$ cat config.mk
export PLATFORM = sky130hd
export DESIGN_NAME = rsort_div
export DESIGN_NICKNAME = d
export VERILOG_FILES = /design/src/hw/rtl/rsort_pkg.sv /design/src/hw/rtl/rsort_div.sv
export SDC_FILE = /design/constraint.sdc
export NUM_CORES = 1
export LEC_CHECK = 0
export BUFFER_PORTS_ARGS = -buffer_cell sky130_fd_sc_hd__buf_4
export CORE_ASPECT_RATIO = 0.5
export CORE_UTILIZATION = 25
export CTS_CLUSTER_SIZE = 25
export DETAILED_ROUTE_END_ITERATION = 16
export MAX_ROUTING_LAYER = met4
export SETUP_SLACK_MARGIN = 0.2
export SLEW_MARGIN = 15
export SYNTH_ARGS = -nofsm -noshare
export SYNTH_HDL_FRONTEND = slang
export SYNTH_SLANG_ARGS = --single-unit
$ cat constraint.sdc
create_clock -name i_clk -period 16.98 [get_ports i_clk]
set_clock_uncertainty 0.15 [all_clocks]
set_input_delay 1.698 -clock i_clk [delete_from_list [all_inputs] [get_ports i_clk]]
set_output_delay 1.698 -clock i_clk [all_outputs]
set_load 0.005 [all_outputs]
$ cat src/hw/rtl/rsort_pkg.sv
// Shared constants and helper functions for the LSD radix sort block.
// Used by rsort_div and lsd_radix_sort_core; no dependencies of its own.
package rsort_pkg;

    // Fixed port widths
    localparam int RS_VALUE_W    = 16;
    localparam int RS_BASE_W     = 5;

    // Digit base limits and reset value
    localparam int RS_BUCKETS    = 19;
    localparam int RS_BASE_MIN   = 2;
    localparam int RS_BASE_RESET = 10;

    // Reciprocal scaling used by the divider
    localparam int RS_RECIP_SHIFT = 20;
    localparam int RS_RECIP_W     = 20;

    // Default parameter values for the top level
    localparam int RS_MAX_ITEMS_DEF  = 64;
    localparam int RS_VALUE_BITS_DEF = 16;

    // Clamp the configured base into the supported range
    function automatic logic [RS_BASE_W-1:0] rs_eff_base(input logic [RS_BASE_W-1:0] b);
        logic [RS_BASE_W-1:0] res;
        if (b < RS_BASE_W'(RS_BASE_MIN)) begin
            res = RS_BASE_W'(RS_BASE_MIN);
        end else if (b > RS_BASE_W'(RS_BUCKETS)) begin
            res = RS_BASE_W'(RS_BUCKETS);
        end else begin
            res = b;
        end
        return res;
    endfunction

    // floor(2^20 / b) for every legal base
    function automatic logic [RS_RECIP_W-1:0] rs_recip(input logic [RS_BASE_W-1:0] b);
        logic [RS_RECIP_W-1:0] res;
        case (b)
            5'd2:    res = 20'd524288;
            5'd3:    res = 20'd349525;
            5'd4:    res = 20'd262144;
            5'd5:    res = 20'd209715;
            5'd6:    res = 20'd174762;
            5'd7:    res = 20'd149796;
            5'd8:    res = 20'd131072;
            5'd9:    res = 20'd116508;
            5'd10:   res = 20'd104857;
            5'd11:   res = 20'd95325;
            5'd12:   res = 20'd87381;
            5'd13:   res = 20'd80659;
            5'd14:   res = 20'd74898;
            5'd15:   res = 20'd69905;
            5'd16:   res = 20'd65536;
            5'd17:   res = 20'd61680;
            5'd18:   res = 20'd58254;
            5'd19:   res = 20'd55188;
            default: res = 20'd55188;
        endcase
        return res;
    endfunction

endpackage

$ cat src/hw/rtl/rsort_div.sv
// Shared divider: quotient and remainder of a value by the digit base.
// Reciprocal multiply, then one correction step; depends on rsort_pkg.
module rsort_div
    import rsort_pkg::*;
#(
    parameter int W = RS_VALUE_W
) (
    input  logic                 i_clk,
    input  logic                 i_rst_n,
    input  logic                 i_start,
    input  logic [W-1:0]         i_num,
    input  logic [RS_BASE_W-1:0] i_base,
    output logic                 o_done,
    output logic [W-1:0]         o_quo,
    output logic [RS_BASE_W-1:0] o_rem
);

    localparam int PROD_W = W + RS_RECIP_W;
    localparam int QB_W   = W + RS_BASE_W;

    logic                 r_st1;
    logic                 r_done;
    logic [W-1:0]         r_num;
    logic [PROD_W-1:0]    r_prod;
    logic [W-1:0]         r_quo;
    logic [RS_BASE_W-1:0] r_rem;

    logic [W-1:0]         w_qe;
    logic [QB_W-1:0]      w_qb;
    logic [QB_W-1:0]      w_diff;
    logic [5:0]           w_rraw;
    logic                 w_fix;

    // Estimate is floor(q/b) or one less; fix with one compare and subtract
    assign w_qe   = r_prod[PROD_W-1:RS_RECIP_SHIFT];
    assign w_qb   = QB_W'(w_qe * i_base);
    assign w_diff = QB_W'(r_num) - w_qb;
    assign w_rraw = w_diff[5:0];
    assign w_fix  = (w_rraw >= 6'(i_base));

    // Control: start feeds the product stage, product stage feeds done
    always_ff @(posedge i_clk) begin
        if (!i_rst_n) begin
            r_st1  <= 1'b0;
            r_done <= 1'b0;
        end else begin
            r_st1  <= i_start;
            r_done <= r_st1;
        end
    end

    // Datapath: multiply, then correct
    always_ff @(posedge i_clk) begin
        if (i_start) begin
            r_num  <= i_num;
            r_prod <= PROD_W'(i_num) * PROD_W'(rs_recip(i_base));
        end
        if (r_st1) begin
            if (w_fix) begin
                r_quo <= w_qe + W'(1);
                r_rem <= RS_BASE_W'(w_rraw - 6'(i_base));
            end else begin
                r_quo <= w_qe;
                r_rem <= RS_BASE_W'(w_rraw);
            end
        end
    end

    assign o_done = r_done;
    assign o_quo  = r_quo;
    assign o_rem  = r_rem;

endmodule

Word level (Yosys, flattened, before mapping) --
Memories as Yosys holds them, arrays and structs flattened. Cells that the tools add are included.
Cells by class: $add $sub $neg 3, multiply operators 2, $lt $le $gt $ge 1, mux-type cells 3
Operators with widths (number):
- $mul 16x20->36 | 1
- $mux 20 | 1
- $add 16x1->16 const B | 1
- $mul 16x5->6 | 1
- $mux 16 | 1
- $ge 6x5->1 | 1
- $sub 6x6->6 | 1
- $mux 5 | 1
- $sub 5x5->5 | 1
Word-level totals: register bits 65, bits in read-only memories 640, input bits 24, output and inout port bits 22, memories 1
Memories:
- (name not given) | words 32, width 20, read ports 1, clocked after Yosys merged registers in 0, write ports 0, line rsort_pkg.sv:38 | case (b)

Logic depth before layout (Yosys ltp) --
word-level depth 4, gate-level depth with buffers 31, depth with buffers taken out 29

Least setup slack after synthesis --
No wires, ideal clock.
kind input -> register, start point input port i_base[1], end point register r_prod[35], data pin, library setup time 260 ps, arrival 8429 ps, data required time 16570 ps, setup slack 8141 ps, cell stages on the path 28, cell sequence buf_4 -> inv_1 -> ha_1 -> nor2b_1 -> or3_1 -> o21ai_0 -> o21ai_0 -> clkbuf_1 -> nand2_1 -> fa_1 -> inv_1 -> fa_1 -> fa_1 -> fa_1 -> fa_1 -> inv_1 -> fa_1 -> inv_1 -> ha_1 -> nand4_1 -> a211oi_1 -> o2111ai_1 -> o21bai_2 -> a21o_1 -> a21o_4 -> a211oi_4 -> o211a_1 -> nor3_2
On the way: cells in the longest elaborated chain, start to end 3
RTL lines:
- start: declaration | line rsort_div.sv:12 | input logic [RS_BASE_W-1:0] i_base,
- $mem_v2 32x20
- $mux 20 | line rsort_div.sv:54 | if (i_start) begin
- $mul 16x20->36 | line rsort_div.sv:56 | r_prod <= PROD_W'(i_num) * PROD_W'(rs_recip(i_base));
- end signal: assignment | line rsort_div.sv:56
- end: declaration | line rsort_div.sv:24 | logic [PROD_W-1:0] r_prod;
No other way between the ends. The select of a mux whose other input is x is not followed. A chain may end at the register's enable or synchronous reset.

Final worst setup path --
Ends and elaborated chain as after synthesis.

==> results_dict.tcl <==
set metrics [dict create \
    status "complete, no violations" \
    area_growth_pct 9.28 \
    crit_buf_inv 5 \
    syn_nets 1845 \
    cts_buffer_depth 2 \
    grt_pass1_wl_um 51200 \
    grt.overflow.total 0 \
    syn_area_sq_um 13000 \
    routabilityCongestion 0.885 \
    cp.required_ps 16870 \
    crit_family "adder cells" \
    grt_max_degree 33 \
    cp_data_arrival_time_ps 9150 \
    drt_iter0_drc 522 \
    ys_seq_area_share_pct 10.2 \
    drive_gt1_share_pct 5.85 \
    drv_cap 0 \
    regArea_sq_um 1330 \
    rsz0062_at_grt "false" \
    setup_viol_count_final 0 \
    relSlewSlack_pct 34.3 \
    core_area_sq_um 50800 \
    synth_mux_area_share_pct 0.559 \
    hp-class "reg2reg" \
    syn-mean-instance-area_sq_um 9.05 \
    critPathSlowestCell "a21oi_2" \
    r2r_slack_ps 12330 \
    clk_pin_slew_ps 60 \
    finalMaxSlewViolations 0 \
    cpMostUsedCell "fa_1" \
    synth_flop_cell "edfxtp_1" \
    period_minus_slack_ps 9260 \
    wl_per_cell_um 14.4 \
    vias_per_cell 4.38 \
    synth_warnings 0 \
    synthAdderAreaFrac_pct 51.9 \
    reg2regPathDepth 15 \
    layout.nets 1844 \
    pin_count 46 \
    setup_tns_ps 0 \
    synthCells 1436 \
    ys_ff_latch 45 \
    synth_area_leaders "fa_1 (40%), ha_1 (12%), edfxtp_1 (9.9%)" \
    clk_latency_ps 280 \
    postCtsResizedCells 0 \
    yosys.area_share.simple_pct 16.9 \
    die_area_sq_um 52900 \
    synth-edff-count 43 \
    worstHoldStart "r_prod[35]$_DFFE_PP_" \
    timing.final.crit_share_pct 54.5 \
    io_buffer_count 45 \
    vias 9302 \
    num_antenna_cells 0 \
    synthXorXnorAreaFrac_pct 3.37 \
    synth_cell_types 61 \
    synthArstFlopShare_pct 0 \
    whs_path_depth 1 \
    synth_top_area_share_pct 39.6 \
    die_x_um 324 \
    fmax_ghz 0.108 \
    whs_endpoint "o_quo[15]$_DFFE_PP_" \
    fin_ws_ps 7720 \
    antenna_found_initial 0 \
    tightest_slew_ps 986 \
    crit_path_start_kind "input pin" \
    drc 0 \
    cts.sinks 45 \
    placementRows 58 \
    first_pass_iters 6 \
    die_h_um 163 \
    finalHoldViolations 0 \
    worst_hold_slack_ps 413 \
    synth_compound_area_share_pct 5.95 \
    crit_type "in2reg" \
    multiInputGateArea_sq_um 10200 \
    cts_inserted_buffers 5 \
    initial_core_util_pct 25.6 \
    grt_pass1_vias 10000 \
    cts_root_buffer "clkbuf_16" \
    cts_setup_buffers 0 \
    cp_slowest_stage_delay_ps 810 \
    synth_top_family_by_area "adder cells" \
    reg2reg_from "r_prod[20]$_DFFE_PP_" \
    drtAntennaViolNets 0 \
    reg2reg_to "o_rem[1]$_DFFE_PP_" \
    dpl.hpwl_um 24300 \
    place_ws_ps 7420 \
    end_kind "flop" \
    tritoncts "yes" \
    cts_hold_buf 0 \
    fillers 5431 \
    wl_um 30700 \
    grt_usage_pct 12.3 \
    cp_max_fo 16 \
    cts_max_level 2 \
    yosys.area.top_type "fa_1" \
]
how the worst max path moves through the flow:
| stage | cells past startpoint | slack [ps] | to | from |
|---|---|---|---|---|
| after floorplan | 28 | 8140 | r_prod[35]$_DFFE_PP_ | i_base[1] |
| after global placement | 26 | 7650 | r_prod[35]$_DFFE_PP_ | i_base[1] |
| after detailed placement | 26 | 7420 | r_prod[35]$_DFFE_PP_ | i_base[1] |
| after CTS | 26 | 7720 | r_prod[35]$_DFFE_PP_ | i_base[1] |
| after global routing | 29 | 7190 | r_prod[35]$_DFFE_PP_ | i_base[1] |
| final | 26 | 7720 | r_prod[35]$_DFFE_PP_ | i_base[1] |
synthesized netlist by cell type, drive strengths merged, types with 8 or more instances:
master	number
o21ai	21
nand3	8
a21o	15
inv	309
and2	126
a211oi	8
a21oi	35
clkbuf	55
fa	257
nor2	31
xor2	15
ha	128
buf	13
nor3	14
nor2b	13
nand4	11
edfxtp	43
xnor2	35
nand2	235
cell type report:
cell class | count | share of cell area (%)
multi-input cells | 1013 | 72.2
flip-flops and latches | 45 | 9.38
inverters | 310 | 8.20
well taps | 690 | 6.08
repair buffers | 60 | 3.17
clock buffers | 5 | 0.881
clock inverters | 3 | 0.115
cell usage in the layout (no fill, tap or decap), types with 3 or more instances in the layout:
| master | count |
|---|---|
| nor2b_1 | 13 |
| nor3_1 | 12 |
| o21ai_0 | 16 |
| and3_1 | 6 |
| nand3_1 | 8 |
| and2_1 | 125 |
| edfxtp_1 | 43 |
| nand4_1 | 11 |
| nand2_1 | 234 |
| clkbuf_16 | 5 |
| a21o_1 | 14 |
| xnor2_1 | 35 |
| a21oi_1 | 34 |
| nand2b_1 | 3 |
| xor2_1 | 15 |
| mux2i_1 | 5 |
| fa_1 | 257 |
| inv_1 | 309 |
| o21ai_1 | 4 |
| a211oi_1 | 5 |
| or3_1 | 3 |
| o31ai_1 | 3 |
| clkinv_1 | 3 |
| o21a_1 | 6 |
| nor2_2 | 3 |
| nor2_1 | 28 |
| buf_4 | 60 |
| ha_1 | 128 |
| o22ai_1 | 3 |
flip-flops by register name (all words and copies together), names as in the netlist:
name / count
r_num: 6
r_st1: 1
r_prod: 16
o_quo: 16
o_rem: 5
o_done: 1
logic make-up (layout without fill, tap and decap cells):
family,after synthesis,after routing
AND/OR/NAND/NOR,458,458
adder cells (fa/ha/maj),385,385
buffers and inverters,378,378
AO/OA/AOI/OAI,113,113
XOR/XNOR,50,50
flip-flops,45,45
multiplexers,7,7
metrics by stage:
step                utilization (%)  std cells  instance area, sq um
finish                         28.0       2126                 14200
floorplan                         -       1436                 13000
global placement               27.7       2118                 14100
detailed placement             27.7       2118                 14100
CTS                            28.0       2126                 14200
global route                   28.0       2126                 14200
layer usage:
metal	wire length (um)	vias up	global-route usage, %
met5	0	-	-
met4	211	0	1.70
met3	1190	19	0.935
met2	15800	165	22.5
met1	13500	4782	15.2
li1	-	4336	-
Power is left out: the tool's default activity adds up to more than one toggle a clock period on the data nets, which glitch-free logic cannot reach.
